$ cat src/rtl/mbsd_pkg.sv
// Shared types, constants and formatting functions for the multi-buffer segment display.
`default_nettype none

package mbsd_pkg;

   // Default number of virtual buffers.
   localparam int MaxBuffers = 8;

   localparam int CountWidth  = 4;
   localparam int IndexWidth  = 8;
   localparam int SegWidth    = 32;
   localparam int HourWidth   = 7;
   localparam int TenthsWidth = 10;
   localparam int PctWidth    = 8;

   localparam logic [CountWidth-1:0] CountReset = 4'd1;

   localparam logic [7:0] SegColon  = 8'h80;
   localparam logic [7:0] SegDegree = 8'b0110_0011;
   localparam logic [7:0] SegH      = 8'b0111_0110;
   localparam logic [7:0] SegLowerO = 8'b0101_1100;

   localparam logic [HourWidth-1:0]   TwoDigitMax = 7'd99;
   localparam logic [TenthsWidth-1:0] TenthsMax   = 10'd999;

   typedef enum logic [2:0] {
      ACT_RAW     = 3'd0,
      ACT_TIME    = 3'd1,
      ACT_TEMP    = 3'd2,
      ACT_PERCENT = 3'd3,
      ACT_SELECT  = 3'd4,
      ACT_NEXT    = 3'd5
   } action_type;

   typedef enum logic [1:0] {
      CMD_NOP,
      CMD_WRITE,
      CMD_SELECT,
      CMD_NEXT
   } cmd_kind_type;

   // One classified command between the front and the back.
   typedef struct packed {
      cmd_kind_type            kind;
      logic [IndexWidth-1:0]   idx;
      logic [SegWidth-1:0]     data;
   } cmd_type;

   typedef struct packed {
      logic                    status;
      logic                    refresh;
      logic [SegWidth-1:0]     segments;
   } result_type;

   typedef struct packed {
      logic [3:0] tens;
      logic [3:0] units;
   } digits_type;

   function automatic logic [7:0] glyph(input logic [3:0] d);
      logic [7:0] g;
      case (d)
         4'd0: g = 8'h3f;
         4'd1: g = 8'h06;
         4'd2: g = 8'h5b;
         4'd3: g = 8'h4f;
         4'd4: g = 8'h66;
         4'd5: g = 8'h6d;
         4'd6: g = 8'h7d;
         4'd7: g = 8'h07;
         4'd8: g = 8'h7f;
         4'd9: g = 8'h6f;
         default: g = 8'h00;
      endcase
      return g;
   endfunction

   // Splits a value below 100 into decimal digits; x*205>>11 is x/10 in that range.
   function automatic digits_type div10(input logic [6:0] x);
      logic [14:0] prod;
      logic [3:0]  q;
      logic [6:0]  r;
      digits_type  res;
      prod = 15'(x) * 15'd205;
      q = prod[14:11];
      r = x - 7'(7'(q) * 7'd10);
      res.tens = q;
      res.units = r[3:0];
      return res;
   endfunction

endpackage

`default_nettype wire

$ cat src/rtl/multi_buffer_segment_display.sv
// Top level of the multi-buffer seven-segment display controller.
//
//   channel   handshake          direction  word
//   request   push / full        in         action, buffer index, raw, time, temp, percent
//   response  pop / empty        out        status, refresh, segments
//   csr       csr_valid / ready  in         buffer count
//
// One item per cycle is sustained while the result queue has room; its result reaches
// the response ports after the front register, the command queue and the result queue.
// The front register stage formats the item, a two-entry queue feeds the back end, and
// the back end updates the buffers and pushes its result into a two-entry result queue.
// Synchronous reset clears all buffers, selects buffer 0 and sets the count to one.
// A full result queue stalls the back end, which in turn fills the command queue and
// raises full; csr_ready is always high.
`default_nettype none

module multi_buffer_segment_display #(
   parameter int MAX_BUFFERS = mbsd_pkg::MaxBuffers
) (
   input  wire logic                                clock,
   input  wire logic                                reset,
   input  wire logic                                push,
   output logic                                     full,
   input  wire logic [2:0]                          req_action,
   input  wire logic [mbsd_pkg::IndexWidth-1:0]     req_buffer_index,
   input  wire logic [mbsd_pkg::SegWidth-1:0]       req_raw_segments,
   input  wire logic [mbsd_pkg::HourWidth-1:0]      req_hour,
   input  wire logic [mbsd_pkg::HourWidth-1:0]      req_minute,
   input  wire logic [mbsd_pkg::TenthsWidth-1:0]    req_tenths_celsius,
   input  wire logic [mbsd_pkg::PctWidth-1:0]       req_percent,
   output logic                                     empty,
   input  wire logic                                pop,
   output logic                                     rsp_status,
   output logic                                     rsp_refresh,
   output logic [mbsd_pkg::SegWidth-1:0]            rsp_segments,
   input  wire logic                                csr_valid,
   output logic                                     csr_ready,
   input  wire logic [mbsd_pkg::CountWidth-1:0]     csr_buffer_count
);

   mbsd_pkg::cmd_type      front_cmd, back_cmd;
   mbsd_pkg::result_type   back_res, out_res;
   logic                   front_valid, cmdq_ready;
   logic                   cmdq_valid, cmdq_pop;
   logic                   resq_ready, res_push, resq_valid;

   assign csr_ready    = 1'b1;
   assign empty        = !resq_valid;
   assign rsp_status   = out_res.status;
   assign rsp_refresh  = out_res.refresh;
   assign rsp_segments = out_res.segments;

   mbsd_front u_front (
      .clock              (clock),
      .reset              (reset),
      .push               (push),
      .full               (full),
      .req_action         (req_action),
      .req_buffer_index   (req_buffer_index),
      .req_raw_segments   (req_raw_segments),
      .req_hour           (req_hour),
      .req_minute         (req_minute),
      .req_tenths_celsius (req_tenths_celsius),
      .req_percent        (req_percent),
      .cmd_valid          (front_valid),
      .cmd_ready          (cmdq_ready),
      .cmd                (front_cmd)
   );

   mbsd_fifo #(
      .WIDTH ($bits(mbsd_pkg::cmd_type))
   ) u_cmd_queue (
      .clock    (clock),
      .reset    (reset),
      .wr_valid (front_valid),
      .wr_ready (cmdq_ready),
      .wr_data  (front_cmd),
      .rd_valid (cmdq_valid),
      .rd_pop   (cmdq_pop),
      .rd_data  (back_cmd)
   );

   mbsd_back #(
      .MAX_BUFFERS (MAX_BUFFERS)
   ) u_back (
      .clock     (clock),
      .reset     (reset),
      .csr_write (csr_valid),
      .csr_data  (csr_buffer_count),
      .cmd_valid (cmdq_valid),
      .cmd_pop   (cmdq_pop),
      .cmd       (back_cmd),
      .res_ready (resq_ready),
      .res_push  (res_push),
      .res       (back_res)
   );

   mbsd_fifo #(
      .WIDTH ($bits(mbsd_pkg::result_type))
   ) u_res_queue (
      .clock    (clock),
      .reset    (reset),
      .wr_valid (res_push),
      .wr_ready (resq_ready),
      .wr_data  (back_res),
      .rd_valid (resq_valid),
      .rd_pop   (pop),
      .rd_data  (out_res)
   );

endmodule

`default_nettype wire

$ cat src/rtl/mbsd_fifo.sv
// Two-entry word queue used between the front and the back and on the result side.
`default_nettype none

module mbsd_fifo #(
   parameter int WIDTH = 8
) (
   input  wire logic             clock,
   input  wire logic             reset,
   input  wire logic             wr_valid,
   output logic                  wr_ready,
   input  wire logic [WIDTH-1:0] wr_data,
   output logic                  rd_valid,
   input  wire logic             rd_pop,
   output logic [WIDTH-1:0]      rd_data
);

   logic [WIDTH-1:0] mem_ff [2];
   logic             wr_ptr_ff, wr_ptr_in;
   logic             rd_ptr_ff, rd_ptr_in;
   logic [1:0]       count_ff, count_in;
   logic             do_wr, do_rd;

   assign wr_ready = (count_ff != 2'd2);
   assign rd_valid = (count_ff != 2'd0);
   assign rd_data  = mem_ff[rd_ptr_ff];

   assign do_wr = wr_valid && wr_ready;
   assign do_rd = rd_pop && rd_valid;

   always_comb begin
      wr_ptr_in = do_wr ? ~wr_ptr_ff : wr_ptr_ff;
      rd_ptr_in = do_rd ? ~rd_ptr_ff : rd_ptr_ff;
      count_in  = count_ff;
      if (do_wr && !do_rd) begin
         count_in = count_ff + 2'd1;
      end else if (do_rd && !do_wr) begin
         count_in = count_ff - 2'd1;
      end
   end

   always_ff @(posedge clock) begin
      if (reset) begin
         wr_ptr_ff <= 1'b0;
         rd_ptr_ff <= 1'b0;
         count_ff  <= 2'd0;
      end else begin
         wr_ptr_ff <= wr_ptr_in;
         rd_ptr_ff <= rd_ptr_in;
         count_ff  <= count_in;
      end
   end

   always_ff @(posedge clock) begin
      if (do_wr) begin
         mem_ff[wr_ptr_ff] <= wr_data;
      end
   end

endmodule

`default_nettype wire

$ cat src/rtl/mbsd_front.sv
// Front end: accepts items, saturates and formats them into buffer commands.
`default_nettype none

module mbsd_front (
   input  wire logic                                clock,
   input  wire logic                                reset,
   input  wire logic                                push,
   output logic                                     full,
   input  wire logic [2:0]                          req_action,
   input  wire logic [mbsd_pkg::IndexWidth-1:0]     req_buffer_index,
   input  wire logic [mbsd_pkg::SegWidth-1:0]       req_raw_segments,
   input  wire logic [mbsd_pkg::HourWidth-1:0]      req_hour,
   input  wire logic [mbsd_pkg::HourWidth-1:0]      req_minute,
   input  wire logic [mbsd_pkg::TenthsWidth-1:0]    req_tenths_celsius,
   input  wire logic [mbsd_pkg::PctWidth-1:0]       req_percent,
   output logic                                     cmd_valid,
   input  wire logic                                cmd_ready,
   output mbsd_pkg::cmd_type                        cmd
);

   logic                                  valid_ff, valid_in;
   mbsd_pkg::action_type                  action_ff;
   logic [mbsd_pkg::IndexWidth-1:0]       idx_ff;
   logic [mbsd_pkg::SegWidth-1:0]         raw_ff;
   logic [mbsd_pkg::HourWidth-1:0]        hour_ff, hour_in;
   logic [mbsd_pkg::HourWidth-1:0]        minute_ff, minute_in;
   logic [3:0]                            hund_ff, hund_in;
   logic [6:0]                            trem_ff, trem_in;
   logic [mbsd_pkg::PctWidth-1:0]         pct_ff;

   logic [mbsd_pkg::TenthsWidth-1:0]      tenths_sat;
   logic [15:0]                           hund_prod;
   logic [mbsd_pkg::TenthsWidth-1:0]      trem_wide;
   logic                                  accept;

   mbsd_pkg::digits_type                  hour_d, minute_d, trem_d, pct_d;

   assign full      = valid_ff && !cmd_ready;
   assign accept    = push && !full;
   assign cmd_valid = valid_ff;

   // Saturation and the hundreds split of the temperature happen before the register.
   always_comb begin
      hour_in    = (req_hour > mbsd_pkg::TwoDigitMax) ? mbsd_pkg::TwoDigitMax : req_hour;
      minute_in  = (req_minute > mbsd_pkg::TwoDigitMax) ? mbsd_pkg::TwoDigitMax : req_minute;
      tenths_sat = (req_tenths_celsius > mbsd_pkg::TenthsMax) ?
                   mbsd_pkg::TenthsMax : req_tenths_celsius;
      hund_prod  = 16'(tenths_sat) * 16'd41;
      hund_in    = hund_prod[15:12];
      trem_wide  = tenths_sat - 10'(10'(hund_in) * 10'd100);
      trem_in    = trem_wide[6:0];
   end

   always_comb begin
      valid_in = valid_ff;
      if (accept) begin
         valid_in = 1'b1;
      end else if (valid_ff && cmd_ready) begin
         valid_in = 1'b0;
      end
   end

   always_ff @(posedge clock) begin
      if (reset) begin
         valid_ff <= 1'b0;
      end else begin
         valid_ff <= valid_in;
      end
   end

   always_ff @(posedge clock) begin
      if (accept) begin
         action_ff <= mbsd_pkg::action_type'(req_action);
         idx_ff    <= req_buffer_index;
         raw_ff    <= req_raw_segments;
         hour_ff   <= hour_in;
         minute_ff <= minute_in;
         hund_ff   <= hund_in;
         trem_ff   <= trem_in;
         pct_ff    <= req_percent;
      end
   end

   always_comb begin
      hour_d   = mbsd_pkg::div10(hour_ff);
      minute_d = mbsd_pkg::div10(minute_ff);
      trem_d   = mbsd_pkg::div10(trem_ff);
      pct_d    = mbsd_pkg::div10(pct_ff[6:0]);
      cmd.idx  = idx_ff;
      cmd.kind = mbsd_pkg::CMD_WRITE;
      cmd.data = raw_ff;
      case (action_ff)
         mbsd_pkg::ACT_RAW: begin
            cmd.data = raw_ff;
         end
         mbsd_pkg::ACT_TIME: begin
            cmd.data = {mbsd_pkg::glyph(minute_d.units), mbsd_pkg::glyph(minute_d.tens),
                        mbsd_pkg::glyph(hour_d.units) | mbsd_pkg::SegColon,
                        mbsd_pkg::glyph(hour_d.tens)};
         end
         mbsd_pkg::ACT_TEMP: begin
            cmd.data = {mbsd_pkg::glyph(trem_d.units), mbsd_pkg::SegDegree,
                        mbsd_pkg::glyph(trem_d.tens), mbsd_pkg::glyph(hund_ff)};
         end
         mbsd_pkg::ACT_PERCENT: begin
            if (pct_ff > 8'(mbsd_pkg::TwoDigitMax)) begin
               cmd.data = {mbsd_pkg::SegLowerO, mbsd_pkg::SegDegree,
                           mbsd_pkg::glyph(4'd1), mbsd_pkg::SegH};
            end else begin
               cmd.data = {mbsd_pkg::SegLowerO, mbsd_pkg::SegDegree,
                           mbsd_pkg::glyph(pct_d.units), mbsd_pkg::glyph(pct_d.tens)};
            end
         end
         mbsd_pkg::ACT_SELECT: begin
            cmd.kind = mbsd_pkg::CMD_SELECT;
         end
         mbsd_pkg::ACT_NEXT: begin
            cmd.kind = mbsd_pkg::CMD_NEXT;
         end
         default: begin
            cmd.kind = mbsd_pkg::CMD_NOP;
         end
      endcase
   end

endmodule

`default_nettype wire

$ cat src/rtl/mbsd_back.sv
// Back end: holds the buffers, the active index and the count, and executes commands.
`default_nettype none

module mbsd_back #(
   parameter int MAX_BUFFERS = mbsd_pkg::MaxBuffers
) (
   input  wire logic                                clock,
   input  wire logic                                reset,
   input  wire logic                                csr_write,
   input  wire logic [mbsd_pkg::CountWidth-1:0]     csr_data,
   input  wire logic                                cmd_valid,
   output logic                                     cmd_pop,
   input  wire mbsd_pkg::cmd_type                   cmd,
   input  wire logic                                res_ready,
   output logic                                     res_push,
   output mbsd_pkg::result_type                     res
);

   localparam int IdxW = (MAX_BUFFERS > 1) ? $clog2(MAX_BUFFERS) : 1;
   localparam logic [mbsd_pkg::IndexWidth-1:0] MaxCount = 8'(MAX_BUFFERS);

   logic [mbsd_pkg::SegWidth-1:0]     bufs_ff [MAX_BUFFERS];
   logic [IdxW-1:0]                   active_ff, active_in;
   logic [mbsd_pkg::CountWidth-1:0]   count_ff;

   logic [mbsd_pkg::IndexWidth-1:0]   eff_count;
   logic [IdxW:0]                     next_raw;
   logic [mbsd_pkg::IndexWidth-1:0]   next_idx;
   logic [mbsd_pkg::IndexWidth-1:0]   tgt;
   logic                              fire;
   logic                              do_write;

   assign fire     = cmd_valid && res_ready;
   assign cmd_pop  = fire;
   assign res_push = fire;

   always_comb begin
      eff_count = ({4'd0, count_ff} > MaxCount) ? MaxCount : {4'd0, count_ff};
      next_raw  = {1'b0, active_ff} + (IdxW + 1)'(1);
      next_idx  = (8'(next_raw) == eff_count) ? 8'd0 : 8'(next_raw);
      tgt       = (cmd.kind == mbsd_pkg::CMD_NEXT) ? next_idx : cmd.idx;
   end

   always_comb begin
      res.status  = 1'b0;
      res.refresh = 1'b0;
      active_in   = active_ff;
      do_write    = 1'b0;
      case (cmd.kind)
         mbsd_pkg::CMD_WRITE: begin
            if (tgt >= eff_count) begin
               res.status = 1'b1;
            end else begin
               do_write    = fire;
               res.refresh = (tgt[IdxW-1:0] == active_ff);
            end
         end
         mbsd_pkg::CMD_SELECT, mbsd_pkg::CMD_NEXT: begin
            if (tgt >= eff_count) begin
               res.status = 1'b1;
            end else if (tgt[IdxW-1:0] != active_ff) begin
               res.refresh = 1'b1;
               if (fire) begin
                  active_in = tgt[IdxW-1:0];
               end
            end
         end
         default: begin
            res.status = 1'b0;
         end
      endcase
      // The shown word is the active buffer after this command has taken effect.
      if (cmd.kind == mbsd_pkg::CMD_WRITE && res.refresh) begin
         res.segments = cmd.data;
      end else begin
         res.segments = bufs_ff[active_in];
      end
   end

   always_ff @(posedge clock) begin
      if (reset) begin
         active_ff <= '0;
         count_ff  <= mbsd_pkg::CountReset;
         for (int i = 0; i < MAX_BUFFERS; i++) begin
            bufs_ff[i] <= '0;
         end
      end else begin
         active_ff <= active_in;
         if (csr_write) begin
            count_ff <= csr_data;
         end
         if (do_write) begin
            bufs_ff[tgt[IdxW-1:0]] <= cmd.data;
         end
      end
   end

endmodule

`default_nettype wire
$ cat config.mk
export PLATFORM = sky130hd
export DESIGN_NAME = multi_buffer_segment_display
export DESIGN_NICKNAME = d
export VERILOG_FILES = /design/src/rtl/mbsd_pkg.sv /design/src/rtl/multi_buffer_segment_display.sv /design/src/rtl/mbsd_fifo.sv /design/src/rtl/mbsd_front.sv /design/src/rtl/mbsd_back.sv
export SDC_FILE = /design/constraint.sdc
export NUM_CORES = 1
export LEC_CHECK = 0
export BUFFER_PORTS_ARGS = -buffer_cell sky130_fd_sc_hd__buf_4
export CAP_MARGIN = 5
export CORE_MARGIN = 1
export CORE_UTILIZATION = 56
export CTS_CLUSTER_DIAMETER = 60
export DETAILED_ROUTE_END_ITERATION = 16
export PLACE_DENSITY = 0.79
export SLEW_MARGIN = 20
export SYNTH_ARGS = -nofsm -noshare
export SYNTH_HDL_FRONTEND = slang
export SYNTH_SLANG_ARGS = --single-unit
$ cat constraint.sdc
create_clock -name clock -period 6.7 [get_ports clock]
set_input_delay 1.675 -clock clock [delete_from_list [all_inputs] [get_ports clock]]
set_output_delay 1.675 -clock clock [all_outputs]
set_load 0.05 [all_outputs]
==> out/results.ini <==
[outcome]
outcome = complete, no violations

[power]
p_leak_nw = 12.77
vdd_drop_max_mv = 0.7648
power_density_nw_per_um2 = 490.6

[cts]
ctsResizeCount = 0
cts_root_buf = clkbuf_16
postCtsSetupRepairBufs = 0
clock_sinks = 509
numCtsBuffers = 52
clockBufferDepth = 3
h-tree-depth = 2
tritoncts = done
clk_pin_slew_ns = 0.06
clk_latency_ns = 0.63
cts_hold_buffers = 0

[sta]
fin_crit_ns = 6.250
rsz0062_at_grt = no
finClkSkew_ns = 0.03722
max_slew_margin_pct = 25.74
fin_hold_ws_ns = 0.4576
tightestPinTransition_ns = 1.112
fmax_mhz = 160.0
timing.final.crit_share_pct = 93.28
setup_viol = 0
final_max_slew_viol_count = 0
fin_ws_ns = 0.4505
hold_viol_final = 0
tns_ns = 0

[finish]
design_area_um2 = 31030
final_nets = 2876
drive_above_1_share_pct = 13.09
areaGrowthSynthToFinish_pct = 12.57

[worst_hold_path]
holdCritPathClass = flop to flop
worst_hold_startpoint = u_front.idx_ff[0]
worstHoldPathCells = 0
holdPathEnd = u_cmd_queue.mem_ff[1][32]

[drt]
routedWlPerCell_um = 20.22
via_per_inst = 5.879
drt-initial-drc-count = 1820
drt-total-wl_um = 65160
via_count = 18949
first_pass_iters = 6
drc = 0
drtAntennaViolNets = 0

[die]
ios = 121
start_util_pct = 57.25
die_h_um = 223.9
num_rows = 80
core-area_um2 = 48150
fp.dieW_um = 223.9
dieArea_um2 = 50110

[setup_path]
critPathKind = flop to flop
crit_path_max_incr_delay_ns = 0.75
critPathRequiredTime_ns = 7.01
crit_chain = ha_1 > ha_1 > fa_1 > inv_1 > fa_1 > inv_1 > ha_1 > a21oi_1 > a211oi_1 > o21a_1 > o21ai_1 > nor4b_1 > a2111oi_2 > inv_1 > ha_1 > fa_1 > xnor2_1 > xnor2_1 > xnor2_1 > mux2i_1 > a221oi_1 > a21oi_1
slowest_stage = xnor2_1
cp_common_cell = ha_1
critPathLaunchType = flop
r2r_end = u_cmd_queue.mem_ff[1][10]
reg2reg_depth = 22
arrival_ns = 6.56
r2r_setup_slack_ns = 0.45
r2r-start = u_front.hour_ff[4]
cp_max_fo = 11
end_kind = flop

[place]
placed_area_um2 = 29330
numPortBuffers = 119
dp_hpwl_um = 43390
dp_slack_ns = 0.1975
gp_congestion = 0.8794

[global_routing]
grt_pass1_wl_um = 102300
antenna_found_initial = 1
grt_overflow_total = 0
track_usage_pct = 26.48
first_global_vias = 19172
grt_max_degree = 57

[synthesis]
syn-cell-area_um2 = 27560
synthCells = 2407
synth-seq-cells = 509
ys_async_sr_fraction_pct = 0
synth_nets = 2761
synth_edf_count = 484
synthFlopType = edfxtp_1
synth_cell_types = 83
yosysWarnings = 0
synth.avg_cell_area_um2 = 11.45
ys_seq_area_share_pct = 54.55

[job]
cap_violations = 0

logic make-up after synthesis:
family,after synthesis,synth area share [%]
AOI/OAI and AO/OA,322,8.457
xor gates and xnor gates,66,2.392
adders and majority gates,274,13.49
buffers and inverters,274,3.908
DFF,509,54.55
muxes,104,4.013
other,1,0.01361
and+or+nand+nor,857,13.18
area by class of cell:
cell class | instances | area, µm²
Timing Repair Buffer | 178 | 1374
Multi-Input combinational cell | 1624 | 11510
Clock buffer | 66 | 1384
Fill cell | 3565 | 17120
Clock inverter | 32 | 315.3
Antenna cell | 1 | 2.502
Sequential cell | 509 | 15040
Tap cell | 656 | 820.8
Inverter | 157 | 590.6
flip-flops by register name, summed over array words and instances (netlist names), 2 cells and up, named ones only:
signal                count
u_back.active_ff          3
u_front.hour_ff           7
u_back.count_ff           4
u_front.action_ff         3
u_front.idx_ff            8
u_cmd_queue.count_ff      2
u_front.trem_ff           7
u_res_queue.count_ff      2
u_res_queue.mem_ff       68
u_front.hund_ff           4
u_front.pct_ff            8
u_cmd_queue.mem_ff       84
u_front.raw_ff           32
u_front.minute_ff         7
u_back.bufs_ff          256
cells in the final DEF (no fill, tap or decap), types with 23 or more instances in the layout:
cell,count
xnor2_1,34
buf_4,175
nand2_1,260
mux2_2,42
clkbuf_16,52
fa_1,40
xor2_1,26
o21ai_0,49
nand2b_1,25
inv_1,156
dfxtp_1,24
mux2i_1,60
nand3_1,133
nor2_1,355
ha_1,230
a21oi_1,48
a211o_1,23
o22ai_1,36
edfxtp_1,484
worst max-delay path, delay by kind of cell, from the launching register on:
| kind | cells | cell delay [ns] |
|---|---|---|
| AOI/OAI and AO/OA | 7 | 1.39 |
| xor gates and xnor gates | 3 | 1.05 |
| adders and majority gates | 7 | 2.51 |
| buffers and inverters | 3 | 0.24 |
| DFF | 1 | 0.45 |
| muxes | 1 | 0.17 |
| and+or+nand+nor | 1 | 0.16 |
routing by layer:
layer / vias to the layer above / GRT usage [%] / routed length, µm
met5: - / 0 / 0
met4: 0 / 9.501 / 2195
met3: 166 / 5.129 / 5609
met2: 905 / 46.74 / 32490
met1: 9054 / 32.28 / 24860
li1: 8824 / - / -
how the worst max path moves through the flow:
stage / endpoint / startpoint / depth (start not counted) / slack [ns]
final: u_cmd_queue.mem_ff[1][10] / u_front.hour_ff[4] / 22 / 0.45
after global routing: u_cmd_queue.mem_ff[1][10] / u_front.hour_ff[4] / 20 / 0.07
after CTS: u_cmd_queue.mem_ff[1][14] / u_front.pct_ff[4] / 21 / 0.30
after detailed placement: u_front.trem_ff[6] / req_tenths_celsius[5] / 23 / 0.20
after global placement: u_front.trem_ff[6] / req_tenths_celsius[6] / 23 / 0.26
after floorplan: u_front.trem_ff[6] / req_tenths_celsius[5] / 23 / 0.33
stage by stage:
step	util (%)	instances	total power, mW
after floorplan	-	2407	10.70
after global placement	60.87	3123	11.98
after detailed placement	60.91	3124	12.28
after CTS	64.44	3222	15.18
after global routing	64.44	3222	16.17
final	64.45	3223	15.22
power by group:
part           switching (mW)  internal, mW  leakage (nW)
Combinational            5.04          3.14          6.93
Clock                    1.26          1.60         0.835
Sequential              0.157          4.02          5.00
Total                    6.45          8.77          12.8
cell usage after synthesis (15+ instances only):
library cell / number / area [µm²]
edfxtp_1: 484 / 14530
nor2_1: 358 / 1344
nand2_1: 265 / 994.7
ha_1: 230 / 2878
inv_1: 156 / 585.6
nand3_1: 133 / 665.6
clkbuf_1: 87 / 326.6
mux2i_1: 61 / 610.6
o21ai_0: 49 / 245.2
a21oi_1: 48 / 240.2
mux2_2: 42 / 473.0
fa_1: 40 / 800.8
o22ai_1: 36 / 225.2
xnor2_1: 34 / 297.8
nand2b_1: 26 / 162.7
xor2_1: 26 / 227.7
dfxtp_1: 25 / 500.5
a211o_1: 23 / 201.4
o311ai_0: 20 / 175.2
buf_2: 18 / 90.09
a31oi_1: 16 / 100.1
nor2b_1: 15 / 93.84
Power figures use the tool's default switching activity.
